**config.mk**
```make
export PLATFORM = sky130hd
export DESIGN_NAME = mtf_cell
export DESIGN_NICKNAME = d
export VERILOG_FILES = /design/src/hw/rtl/mtf_pkg.sv /design/src/hw/rtl/mtf_cell.sv
export SDC_FILE = /design/constraint.sdc
export NUM_CORES = 1
export LEC_CHECK = 0
export ABC_AREA = 1
export CORE_UTILIZATION = 35
export CTS_CLUSTER_SIZE = 28
export DETAILED_ROUTE_END_ITERATION = 10
export DONT_BUFFER_PORTS = 1
export PLACE_DENSITY = 0.56
export SYNTH_ARGS = -nofsm -noshare
export SYNTH_HDL_FRONTEND = slang
export SYNTH_SLANG_ARGS = --single-unit
```
**constraint.sdc**
```tcl
create_clock -name clk_i -period 1.1 [get_ports clk_i]
set_clock_uncertainty 0.1 [all_clocks]
set_input_delay 0.22 -clock clk_i [delete_from_list [all_inputs] [get_ports clk_i]]
set_output_delay 0.22 -clock clk_i [all_outputs]
set_load 0.05 [all_outputs]
```
**src/hw/rtl/mtf_pkg.sv**
```systemverilog
// ----------------------------------------------------------------------------
// mtf_pkg
// Shared widths, constants and the control bundle that drives the cell row.
// ----------------------------------------------------------------------------
`default_nettype none

package mtf_pkg;

  localparam int unsigned SYM_W = 8;

  // rank returned when a forward symbol lies outside the alphabet
  localparam logic [SYM_W-1:0] RANK_NOT_FOUND = 8'hFF;

  localparam logic DIR_FORWARD = 1'b0;
  localparam logic DIR_INVERSE = 1'b1;

  typedef struct packed {
    logic             dir;    // mode of the item in flight
    logic [SYM_W-1:0] key;    // symbol searched in forward mode
    logic [SYM_W-1:0] pos;    // selected position (inverse lookup, then move)
    logic             shift;  // move the selected entry to the front
    logic             clear;  // return the list to identity order
  } cell_ctrl_t;

endpackage : mtf_pkg

`default_nettype wire

```
**src/hw/rtl/mtf_cell.sv**
```systemverilog
// ----------------------------------------------------------------------------
// mtf_cell
// One list entry: matches against the lookup and, when the selected entry moves
// to the front, takes its left neighbour's symbol if it lies at or before the selected position.
// ----------------------------------------------------------------------------
`default_nettype none

module mtf_cell #(
  parameter int unsigned J = 0
) (
  input  wire logic                    clk_i,
  input  wire logic                    rst_ni,
  input  wire mtf_pkg::cell_ctrl_t     ctrl_i,
  input  wire logic [mtf_pkg::SYM_W-1:0] left_i,
  output logic      [mtf_pkg::SYM_W-1:0] sym_o,
  output logic                         hit_o,
  output logic      [mtf_pkg::SYM_W-1:0] tap_o
);
  import mtf_pkg::*;

  localparam logic [SYM_W-1:0] MY_POS = SYM_W'(J);

  logic [SYM_W-1:0] sym_q, sym_d;

  always_comb begin
    if (ctrl_i.dir == DIR_INVERSE) begin
      hit_o = (ctrl_i.pos == MY_POS);
      tap_o = hit_o ? sym_q : '0;
    end else begin
      hit_o = (sym_q == ctrl_i.key);
      tap_o = hit_o ? MY_POS : '0;
    end
  end

  always_comb begin
    sym_d = sym_q;
    if (ctrl_i.clear) begin
      sym_d = MY_POS;
    end else if (ctrl_i.shift && (MY_POS <= ctrl_i.pos)) begin
      sym_d = left_i;
    end
  end

  always_ff @(posedge clk_i or negedge rst_ni) begin
    if (!rst_ni) begin
      sym_q <= MY_POS;
    end else begin
      sym_q <= sym_d;
    end
  end

  assign sym_o = sym_q;

endmodule : mtf_cell

`default_nettype wire

```
==> out/metrics.yaml <==
cts:
  clockRootBuffer: "clkbuf_4"
  cts_buffers: 3
  clk_latency_ns: 0.24
  clockBufferDepth: 2
  cts_tree: "built"
  cts.clk_slew.worst_paths_ns: 0.06
  cts.sinks: 8
  htree_levels: 1
route:
  drt-pass1-iter-count: 4
  drt-vias-per-instance: 5.07
  ant_nets: 0
  drtIter0Drc: 7
  wire_per_inst_um: 12.9
  drc_errors: 0
  via_count: 680
  wirelength_um: 1730
floorplanning:
  die_h_um: 42.6
  initial_utilization: 0.378
  die_w_um: 42.6
  core_mm2: 0.00152
  die_area_mm2: 0.00181
  rows: 14
  ioPinCount: 46
setup_path:
  crit_chain: "inv_2, nand2_2, nand2_2, nand2_2, nor2_4, nand3_2, nand2_4"
  cp-start-kind: "flop"
  r2r_cells: 5
  cpMostUsedCell: "nand2_2"
  slowest_delay_ns: 0.41
  critical_path_required_ns: 0.78
  critPathCaptureType: "output port"
  cp_slowest_cell: "dfrtp_2"
  r2r_end: "sym_o[1]$_DFFE_PN0P_"
  rrSetupSlack_ns: 0.02
  crit_type: "reg -> out"
  crit_start: "sym_o[0]$_DFFE_PN0P_"
  cp-endpoint: "hit_o"
  critPathArrivalTime_ns: 1.27
  cp_max_fo: 3
  r2r_start: "sym_o[1]$_DFFE_PN0P_"
timing:
  tightestPinTransition_ns: 0.457
  rsz0062_at_grt: "yes"
  hold_viol: 0
  maxSlewViolCount: 0
  finalWorstSetupSlack_ns: -0.490
  finalSetupViolations: 17
  max_freq_ghz: 0.629
  hold_slack_ns: 0.0253
  period_minus_slack_ns: 1.59
  maxSlewHeadroom: 0.695
  min_period_over_period: 1.45
run_status:
  status: "complete, but fails checks"
  violations: "setup timing"
hold_path:
  worstHoldStart: "ctrl_i[1]"
  min_path_type: "in -> reg"
grt:
  grt_pass1_vias: 664
  grt_overflow: 0
  antenna_found_initial: 0
  grt_max_degree: 10
  grt_pass1_wl_um: 2860
  grt_usage: 0.213
synth:
  async_flop_share: 1.00
  syn-instance-count: 83
  yosysWarnings: 0
  yosysTopAreaCell: "dfrtp_1"
  synth_edf_count: 0
  synth_seq_cells: 8
  syn_area_um2: 577
  synth_nets: 112
  synth_top_area_frac: 0.347
  synthTopCellsByCount: "18 x nand2_1, 16 x inv_1, 15 x nor2_1"
  synth.most_common_cell: "nand2_1"
  yosysSeqAreaShare: 0.347
  ys_top_cells_by_area: "dfrtp_1 35%, o21ai_2 12%, nand2_1 12%"
  syn_avg_cell_area_um2: 6.95
  synth_cell_type_count: 13
  synthFlopType: "dfrtp_1"
final_layout:
  n_antenna_cell: 0
  layout-drive-gt1-share: 0.678
  fin_util: 0.768
  largest_reg_flops: 8
  nets: 149
  final_cells: 134
  finalInstanceArea_mm2: 0.00117
  area_growth_syn_to_layout_pct: 103
power_and_ir_drop:
  p_leak_nw: 0.522
  peakVddDrop_v: 0.000680
  p_per_area_mw_per_mm2: 735
placed_design:
  portBuffers: 0
  dp_hpwl_um: 1300
  place_area_um2: 967
  place_congestion: 0.743
  pre_cts_ws_ns: -0.213
  placed_cells: 122
flow_run:
  maxCapViolations: 0
[worst min-delay path by stage]
stage,cells after the start,endpoint,slack (ns)
after global routing,2,sym_o[2]$_DFFE_PN0P_,0.02
after CTS,2,sym_o[7]$_DFFE_PN0P_,0.01
final,2,sym_o[5]$_DFFE_PN0P_,0.03
after floorplan,0,sym_o[0]$_DFFE_PN0P_,-0.18
after global placement,0,sym_o[0]$_DFFE_PN0P_,-0.18
after detailed placement,0,sym_o[1]$_DFFE_PN0P_,-0.18
[metrics by stage]
stage / setup TNS, ns / power (mW)
after global routing: -4.23 / 0.915
after floorplan: -2.90 / 0.500
final: -3.55 / 0.861
after detailed placement: -1.75 / 0.560
after CTS: -3.42 / 0.843
after global placement: -1.63 / 0.555
[critical path, delay by kind of cell (launching register included)]
kind          cells  cell delay, ns
simple gates      6            0.53
flops             1            0.41
buf+inv           1            0.08
[logic make-up after synthesis]
kind of cell           count (synthesis)  synth area share
XOR/XNOR                               1            0.0152
AND/OR/NAND/NOR                       47             0.364
AO/OA/AOI/OAI                          9             0.130
buffers and inverters                 18             0.143
flip-flops                             8             0.347
[area by class of cell]
type	count	area (um^2)
repair buffers	34	445
inverters	16	62.6
fillers	103	353
well taps	16	20.0
clock buffers	3	22.5
flip-flops and latches	8	210
multi-input cells	57	410
[metal layers]
metal,share of wire,wire [um],GRT usage,vias to the layer above
li1,-,-,-,329
met1,0.36,623,0.254,319
met2,0.57,988,0.372,30
met3,0.058,101,0.0216,2
met4,0.0087,15,0.113,0
met5,0,0,0,-
[power breakdown]
part / leakage [nW] / internal (mW) / switching (mW) / total [mW]
clock: 0.0138 / 0.125 / 0.0964 / 0.221
sequential: 0.0947 / 0.314 / 0.0175 / 0.332
combinational: 0.413 / 0.136 / 0.172 / 0.308
[placed cells by master, fill, tap and decap left out, types with 2 or more instances in the layout]
master | netlist | final
nand2_2 | 0 | 3
nand2_1 | 18 | 14
buf_6 | 2 | 14
nor2_4 | 0 | 9
dfrtp_2 | 0 | 8
nor2_2 | 0 | 2
buf_8 | 0 | 3
buf_12 | 0 | 9
clkbuf_4 | 0 | 3
nor2_1 | 15 | 4
inv_2 | 0 | 7
buf_4 | 0 | 7
nand3_1 | 10 | 9
inv_1 | 16 | 8
o21ai_2 | 8 | 8
[repair_timing]
item	4_1_cts	5_1_grt
hold buffers	1	0
endpoints found under the hold margin	8	0
pin swaps	6	7
setup endpoints to repair	17	18
setup buffers	5	6
resized for setup	18	17
Note: power is estimated with default switching activity, not from simulation.
